==> config.mk <==
export PLATFORM = sky130hd
export DESIGN_NAME = bffa_ctrl
export DESIGN_NICKNAME = d
export VERILOG_FILES = /design/src/hdl/bffa_pkg.sv /design/src/hdl/bffa_ctrl.sv
export VERILOG_INCLUDE_DIRS = /design/src /design/src/hdl
export SDC_FILE = /design/constraint.sdc
export NUM_CORES = 1
export LEC_CHECK = 0
export ABC_AREA = 1
export BUFFER_PORTS_ARGS = -buffer_cell sky130_fd_sc_hd__buf_4
export CORE_AREA = 10 10 47 49
export DETAILED_ROUTE_END_ITERATION = 8
export DIE_AREA = 0 0 57 59
export SYNTH_ARGS = -nofsm -noshare
export SYNTH_HDL_FRONTEND = slang
export SYNTH_SLANG_ARGS = --single-unit
==> constraint.sdc <==
create_clock -name clk -period 0.98 [get_ports clk]
set_input_delay 0.196 -clock clk [delete_from_list [all_inputs] [get_ports clk]]
set_output_delay 0.196 -clock clk [all_outputs]
set_load 0.01 [all_outputs]
==> src/hdl/bitmap_first_fit_allocator_macros.svh <==
// Assertion macros of the bitmap first-fit allocator, used by its controller.
`ifndef BITMAP_FIRST_FIT_ALLOCATOR_MACROS_SVH
`define BITMAP_FIRST_FIT_ALLOCATOR_MACROS_SVH
`ifndef SYNTHESIS
// Same-cycle implication, checked outside reset.
`define BFFA_ASSERT_IMPLY(label, clk, rst, lhs, rhs) \
  label: assert property (@(posedge clk) disable iff (rst) (lhs) |-> (rhs)) \
    else $error("allocator check failed");
// Next-cycle implication, checked outside reset.
`define BFFA_ASSERT_NEXT(label, clk, rst, lhs, rhs) \
  label: assert property (@(posedge clk) disable iff (rst) (lhs) |=> (rhs)) \
    else $error("allocator check failed");
// Invariant, checked outside reset.
`define BFFA_ASSERT_ALWAYS(label, clk, rst, expr) \
  label: assert property (@(posedge clk) disable iff (rst) (expr)) \
    else $error("allocator check failed");
`else
`define BFFA_ASSERT_IMPLY(label, clk, rst, lhs, rhs)
`define BFFA_ASSERT_NEXT(label, clk, rst, lhs, rhs)
`define BFFA_ASSERT_ALWAYS(label, clk, rst, expr)
`endif
`endif

==> src/hdl/bffa_pkg.sv <==
// Types and constants of the bitmap first-fit allocator.
`timescale 1ns / 1ps
package bffa_pkg;

  localparam int CNT_W  = 13;
  localparam int BASE_W = 16;
  localparam int ADDR_W = 17;
  localparam int CFG_W  = 16;
  localparam int WIDE_W = 24;

  localparam logic [0:0] REG_ENTRY_COUNT  = 1'b0;
  localparam logic [0:0] REG_BASE_ADDRESS = 1'b1;

  localparam logic [CNT_W-1:0]  ENTRY_COUNT_RESET  = 13'd4096;
  localparam logic [BASE_W-1:0] BASE_ADDRESS_RESET = 16'd0;

  typedef enum logic [0:0] {
    OP_ALLOC = 1'b0,
    OP_FREE  = 1'b1
  } op_t;

  typedef enum logic [1:0] {
    STATUS_DONE    = 2'd0,
    STATUS_FULL    = 2'd1,
    STATUS_OUTSIDE = 2'd2
  } status_t;

  typedef struct packed {
    op_t               operation;
    logic [ADDR_W-1:0] address;
  } in_item_t;

  typedef struct packed {
    status_t           status;
    logic [ADDR_W-1:0] granted_address;
  } out_item_t;

  typedef enum logic [3:0] {
    ST_CLEAR,
    ST_IDLE,
    ST_FREE_CHK,
    ST_FREE_WR,
    ST_SUM_RD,
    ST_SUM_CHK,
    ST_MAP_CHK,
    ST_PUSH
  } state_t;

  typedef struct packed {
    logic capture;
    logic clr_step;
    logic sum_rd;
    logic sum_next;
    logic map_rd;
    logic alloc_commit;
    logic free_rd;
    logic free_commit;
    logic set_full;
    logic set_outside;
    logic load_out;
  } cmd_t;

  typedef struct packed {
    logic clr_last;
    logic op_free;
    logic in_range;
    logic sum_hit;
    logic sum_more;
  } stat_t;

endpackage

==> src/hdl/bffa_ctrl.sv <==
// Controller state machine of the allocator: sequences clear, search, update and output.
`timescale 1ns / 1ps
`include "bitmap_first_fit_allocator_macros.svh"
module bffa_ctrl (
  input  logic              clk,
  input  logic              rst,
  input  logic              in_valid,
  output logic              in_ready,
  output logic              out_valid,
  input  logic              out_ready,
  output bffa_pkg::cmd_t    cmd,
  input  bffa_pkg::stat_t   stat
);

  bffa_pkg::state_t state;
  bffa_pkg::state_t state_next;
  logic             out_valid_next;

  always_ff @(posedge clk) begin
    if (rst) begin
      state     <= bffa_pkg::ST_CLEAR;
      out_valid <= 1'b0;
    end else begin
      state     <= state_next;
      out_valid <= out_valid_next;
    end
  end

  always_comb begin
    state_next = state;
    cmd        = '0;
    in_ready   = 1'b0;
    case (state)
      bffa_pkg::ST_CLEAR: begin
        cmd.clr_step = 1'b1;
        if (stat.clr_last) state_next = bffa_pkg::ST_IDLE;
      end
      bffa_pkg::ST_IDLE: begin
        in_ready = 1'b1;
        if (in_valid) begin
          cmd.capture = 1'b1;
          state_next  = bffa_pkg::ST_SUM_RD;
          if (in_valid) state_next = bffa_pkg::ST_FREE_CHK;
        end
      end
      bffa_pkg::ST_FREE_CHK: begin
        if (!stat.op_free) begin
          state_next = bffa_pkg::ST_SUM_RD;
        end else if (stat.in_range) begin
          cmd.free_rd = 1'b1;
          state_next  = bffa_pkg::ST_FREE_WR;
        end else begin
          cmd.set_outside = 1'b1;
          state_next      = bffa_pkg::ST_PUSH;
        end
      end
      bffa_pkg::ST_FREE_WR: begin
        cmd.free_commit = 1'b1;
        state_next      = bffa_pkg::ST_PUSH;
      end
      bffa_pkg::ST_SUM_RD: begin
        cmd.sum_rd = 1'b1;
        state_next = bffa_pkg::ST_SUM_CHK;
      end
      bffa_pkg::ST_SUM_CHK: begin
        if (stat.sum_hit) begin
          cmd.map_rd = 1'b1;
          state_next = bffa_pkg::ST_MAP_CHK;
        end else if (stat.sum_more) begin
          cmd.sum_next = 1'b1;
          state_next   = bffa_pkg::ST_SUM_RD;
        end else begin
          cmd.set_full = 1'b1;
          state_next   = bffa_pkg::ST_PUSH;
        end
      end
      bffa_pkg::ST_MAP_CHK: begin
        cmd.alloc_commit = 1'b1;
        state_next       = bffa_pkg::ST_PUSH;
      end
      bffa_pkg::ST_PUSH: begin
        if (!out_valid || out_ready) begin
          cmd.load_out = 1'b1;
          state_next   = bffa_pkg::ST_IDLE;
        end
      end
      default: begin
        state_next = bffa_pkg::ST_IDLE;
      end
    endcase
  end

  always_comb begin
    if (cmd.load_out) out_valid_next = 1'b1;
    else if (out_ready) out_valid_next = 1'b0;
    else out_valid_next = out_valid;
  end

  `BFFA_ASSERT_IMPLY(a_load_slot_free, clk, rst, cmd.load_out, (!out_valid || out_ready))
  `BFFA_ASSERT_NEXT(a_accept_leaves_idle, clk, rst, (in_valid && in_ready), !in_ready)
  `BFFA_ASSERT_IMPLY(a_clear_blocks_input, clk, rst, (state == bffa_pkg::ST_CLEAR), !in_ready)
  `BFFA_ASSERT_ALWAYS(a_one_writer, clk, rst,
    $onehot0({cmd.clr_step, cmd.alloc_commit, cmd.free_commit}))

endmodule

==> results of run 1 <==
## worst max-delay path: cells and delay by family, from the launching register on
| kind | cells | cell delay (ns) |
|---|---|---|
| buffers and inverters | 3 | 0.24 |
| AND/OR/NAND/NOR | 3 | 0.25 |
| flip-flops | 1 | 0.35 |
## where the power goes
| group | switching [mW] | leakage, nW | internal (mW) |
|---|---|---|---|
| registers | 0.100 | 0.0345 | 0.244 |
| clock network | 0.0723 | 0.0138 | 0.137 |
| logic | 0.576 | 0.326 | 0.510 |
| total | 0.749 | 0.374 | 0.892 |
## logic make-up (layout without fill, tap and decap cells)
group | Yosys count | in the layout | share of synthesized area, %
AND/OR/NAND/NOR | 33 | 33 | 41.9
buffers and inverters | 18 | 47 | 22.1
AO/OA/AOI/OAI | 8 | 8 | 13.8
flip-flops | 4 | 4 | 22.1
## layer usage
layer,part of all wire [%],GRT usage [%],vias to the layer above
met5,0,0,-
met4,3.4,6.04,0
met3,4.9,1.93,6
met2,52,11.0,17
met1,40,7.02,208
li1,-,-,250
## per-stage QoR
step	TNS, ns	instance area [sq um]
after floorplan	-0.146	377
after detailed placement	-1.22	566
final	-3.31	663
after global routing	-4.48	663
after global placement	-0.984	566
after CTS	-3.68	611
## area by class of cell
| type | instances | area [sq um] | share of cell area, % |
|---|---|---|---|
| Multi-Input combinational cell | 41 | 258 | 38.9 |
| Tap cell | 16 | 20.0 | 3.02 |
| Clock buffer | 3 | 22.5 | 3.40 |
| Timing Repair Buffer | 28 | 210 | 31.7 |
| Sequential cell | 4 | 88.8 | 13.4 |
| Inverter | 16 | 63.8 | 9.62 |
## cells in the mapped netlist, drive strengths merged
cell,count
clkinv,1
dfxtp,4
inv,15
nor2,13
nand2,11
o21bai,1
a31oi,1
buf,2
nand3,7
o21a,1
o21ai,3
nor3,1
a21oi,2
nor4,1
## path summary, 6_finish.rpt
| kind | end | cells past startpoint | slack, ns | from |
|---|---|---|---|---|
| hold reg to reg | state[1] | 4 | 0.62 | out_valid |
| setup / recovery | cmd[6] | 6 | -0.31 | state[1] |
| hold / removal | state[1] | 2 | 0.12 | rst |
| setup reg to reg | state[0] | 7 | -0.11 | state[0] |
## registers in the layout, indices dropped and copies added, names as in the netlist
register and count:
out_valid 1, state 3
## timing repair
action                     CTS  global route
hold endpoints to repair     0             0
pin swaps                    3             4
setup endpoints to repair   15            15
resized for setup            5            10
buffers inserted             1             2
==> flow_summary.ini, run 1 <==
[status]
status = finished with violations
violations = setup timing

[sta]
fin_skew_ns = 0.00118
rsz0062_at_grt = yes
drv_slew = 0
hold_violations = 0
finalCriticalPeriod_ns = 1.29
worst_slew_pin_slew_ns = 0.256
hold_ws_ns = 0.119
fin_crit_sh_pct = 132
fmaxAchievable_mhz = 776
finalSetupViolCount = 14
relSlewSlack_pct = 82.9
worst_slack_ns = -0.309

[clock_network]
hold_buffers = 0
clk_latency_ns = 0.24
cts_buffer_depth = 2
clkTransAtPathRegs_ns = 0.04
numClockSinks = 4
cts_tree = yes
cts_made_buffers = 3
htreeDepth = 1
clock-root-buffer = clkbuf_4

[cells_and_area]
final_cell_mix = 28 x buf_4, 10 x inv_1, 9 x nand2_1
drive_gt1_share_pct = 59.8
num_antenna_cells = 0
nNetsFinal = 103
fillers = 168
mostFrequentLayoutCell = buf_4
final_core_util_pct = 47.3
layout.cells.non_filler = 108
syn_to_final_growth_pct = 83.4

[floorplan]
initial_core_util_pct = 25.8
fp.coreArea_sq_um = 1400
die_y_um = 59
rows = 14
ios = 22
dieArea_sq_um = 3360
die_w_um = 57

[synth]
synth_cell_type_count = 21
synth_nets = 72
ys_top_cells_by_area = dfxtp_1 22%, nor2_1 12%, inv_1 11%
ys_seq_elements = 4
syn_inst = 63
synth_top_area_share_pct = 22.1
netlist_area_sq_um = 362
yosysTopAreaCell = dfxtp_1
ys_warn_count = 0
avgSynthCellArea_sq_um = 5.74
ys_seq_area_share_pct = 22.1

[drt]
via_per_inst = 4.45
via_count = 481
drt_wl_total_mm = 1.24
drc_errors = 0
first_iter_violations = 8
ant_nets = 0
wl_per_cell_um = 11.5
drt_pass1_iterations = 4

[global_routing]
grt_max_degree = 8
antenna_found_initial = 0
grtUsageTotal_pct = 6.79
grt_pass1_wl_mm = 1.82
first_global_vias = 460
grt.overflow.total = 0

[placed_design]
place_ws_ns = -0.125
dp.cells = 102
gp_congestion = 0.759
io_buffers = 21
dp_hpwl_um = 939

[critical_path]
crit_fanout = 5
worstSetupEndpointType = primary output
path_cells = inv_4, nand2_4, nor2_4, inv_2, nor2_1, buf_4
critPathRequiredTime_ns = 0.78
slowest_delay_ns = 0.35
arrival_ns = 1.09
critical_path_class = reg -> out
cp-start-kind = flip-flop
cp_slowest_cell = dfxtp_4

[job]
maxCapViolations = 0

[pwr]
powerDensity_nw_per_um2 = 2470
power.total_mw = 1.64
irDropWorstVdd_mv = 1.19
leakage_nw = 0.374

[worst_hold_path]
hp-class = in -> reg
(Power assumes the default switching activity.)
==> inputs of run 2 (changes only) <==
--- a/config.mk
+++ b/config.mk
@@ -7,7 +7,7 @@
 export NUM_CORES = 1
 export LEC_CHECK = 0
 export ABC_AREA = 1
-export BUFFER_PORTS_ARGS = -buffer_cell sky130_fd_sc_hd__buf_4
+export BUFFER_PORTS_ARGS = -buffer_cell sky130_fd_sc_hd__clkbuf_2
 export CORE_AREA = 10 10 47 49
 export DETAILED_ROUTE_END_ITERATION = 8
 export DIE_AREA = 0 0 57 59
==> run 2 against run 1 <==
Compared with the run above: the flow still finishes with violations (setup timing); critical path depth unchanged; critical endpoint unchanged; design area up 6.0%; sequential share of layout area down 0.41 points; combinational power up 19%.
==> flow_summary.ini, run 2 (synthesis gave the netlist of run 1 again) <==
[global_routing]
grtUsageTotal_pct = 7.14
use_met2_pct = 11.9
met1_usage_pct = 7.26
grt.overflow.total = 0
antenna_found_initial = 0
top_usage_layer = met2
grt_pass1_wl_mm = 2.00
met3_usage_pct = 3.86
grt_max_degree = 8
first_global_vias = 480

[clock_network]
clk_latency_ns = 0.24
numClockSinks = 4
clock-root-buffer = clkbuf_4
cts_tree = yes
htreeDepth = 1
clkTransAtPathRegs_ns = 0.04
cts_made_buffers = 3
hold_buffers = 0
cts_buffer_depth = 2

[critical_path]
crit_fanout = 5
critPathRequiredTime_ns = 0.78
ff2ff_path_depth = 7
worstSetupEndpointType = primary output
path_cells = inv_4, nand2_4, nor2_4, inv_1, nor2_1, buf_2
cp_slowest_cell = dfxtp_4
slowest_delay_ns = 0.36
cp-start-kind = flip-flop
r2r_setup_slack_ns = -0.15
critical_path_class = reg -> out
arrival_ns = 1.11

[sta]
fin_skew_ns = 0.00247
drv_slew = 0
fin_crit_sh_pct = 133
worst_slack_ns = -0.323
relSlewSlack_pct = 85.7
finalSetupViolCount = 16
rsz0062_at_grt = yes
fmaxAchievable_mhz = 767
hold_violations = 0
worst_slew_pin_slew_ns = 0.214
setup_tns_ns = -3.74
finalCriticalPeriod_ns = 1.30

[drt]
drt_wl_total_mm = 1.24
drc_errors = 0
via_count = 504
wl_per_cell_um = 10.7
ant_nets = 0
drt_pass1_iterations = 1
via_per_inst = 4.34
first_iter_violations = 0

[cells_and_area]
reg.largest.list = state: 3 flops, out_valid: 1 flops
drive_gt1_share_pct = 68.0
syn_to_final_growth_pct = 94.5
regMostFlops = state
layout.cells.non_filler = 116
fillers = 151
num_antenna_cells = 0
multi_input_area_sq_um = 265
largest_reg_flops = 3
final_cell_mix = 13 x buf_4, 12 x clkbuf_2, 8 x inv_1, 8 x nand2_1
mostFrequentLayoutCell = buf_4
seq_area_sq_um = 91.3
nNetsFinal = 111

[floorplan]
fp.coreArea_sq_um = 1400
dieArea_sq_um = 3360
die_w_um = 57
rows = 14
die_y_um = 59
ios = 22
initial_core_util_pct = 25.8

[placed_design]
dp.cells = 107
place_ws_ns = -0.173
gp_congestion = 0.805
io_buffers = 21
dp_hpwl_um = 963

[pwr]
leakage_nw = 0.408
power.total_mw = 1.90
powerDensity_nw_per_um2 = 2700
irDropWorstVdd_mv = 1.47

[worst_hold_path]
holdPathStages = 2
hp-class = in -> reg

[status]
status = finished with violations
violations = setup timing

[job]
maxCapViolations = 0
## run 2: cell count changes in the layout (fill, tap and decap cells not counted), moves of 2 or more
cell / before / now
buf_4: 28 / 13
clkbuf_2: 0 / 12
buf_2: 0 / 7
buf_6: 0 / 4
inv_1: 10 / 8
nand3_2: 4 / 6
## run 2: worst max-delay path: cells and delay by family (launching register included)
family | cells | cell delay [ns]
flops | 1 | 0.36
simple gates | 3 | 0.23
buf+inv | 3 | 0.27
## run 2: stage by stage
| stage | cell area [sq um] | util [%] | hold WS (ns) |
|---|---|---|---|
| after global routing | 703 | 50.2 | 0.160 |
| final | 703 | 50.2 | 0.135 |
| after global placement | 551 | 39.3 | 0.392 |
| after detailed placement | 551 | 39.3 | 0.393 |
| after floorplan | 377 | - | 0.265 |
| after CTS | 646 | 46.1 | 0.130 |
## run 2: report_power, final
part	switching [mW]	total [mW]	internal, mW
sequential	0.133	0.384	0.251
clock	0.0749	0.212	0.138
combinational	0.630	1.30	0.670
## run 2: worst paths after layout
path,end,from
worst max-delay path,cmd[6],state[1]
worst min-delay path,state[1],rst
worst max register to register,state[0],state[1]
worst min register to register,state[1],out_valid
## run 2: final cells by class
type | instances | area share (%)
clock buffer | 3 | 3.20
inverter | 16 | 9.43
multi-input combinational | 41 | 37.7
sequential | 4 | 13.0
tap | 16 | 2.85
timing repair buffer | 36 | 33.8
## run 2: routing by layer
| metal | vias to the layer above | wire length [um] |
|---|---|---|
| met5 | - | 0 |
| met4 | 0 | 0 |
| met3 | 0 | 124 |
| met2 | 17 | 639 |
| met1 | 221 | 479 |
| li1 | 266 | - |
## run 2: what timing repair did
action,4_1_cts,5_1_grt
setup endpoints to repair,16,16
pin swaps,6,3
buffers inserted,3,3
gates resized for setup,16,19
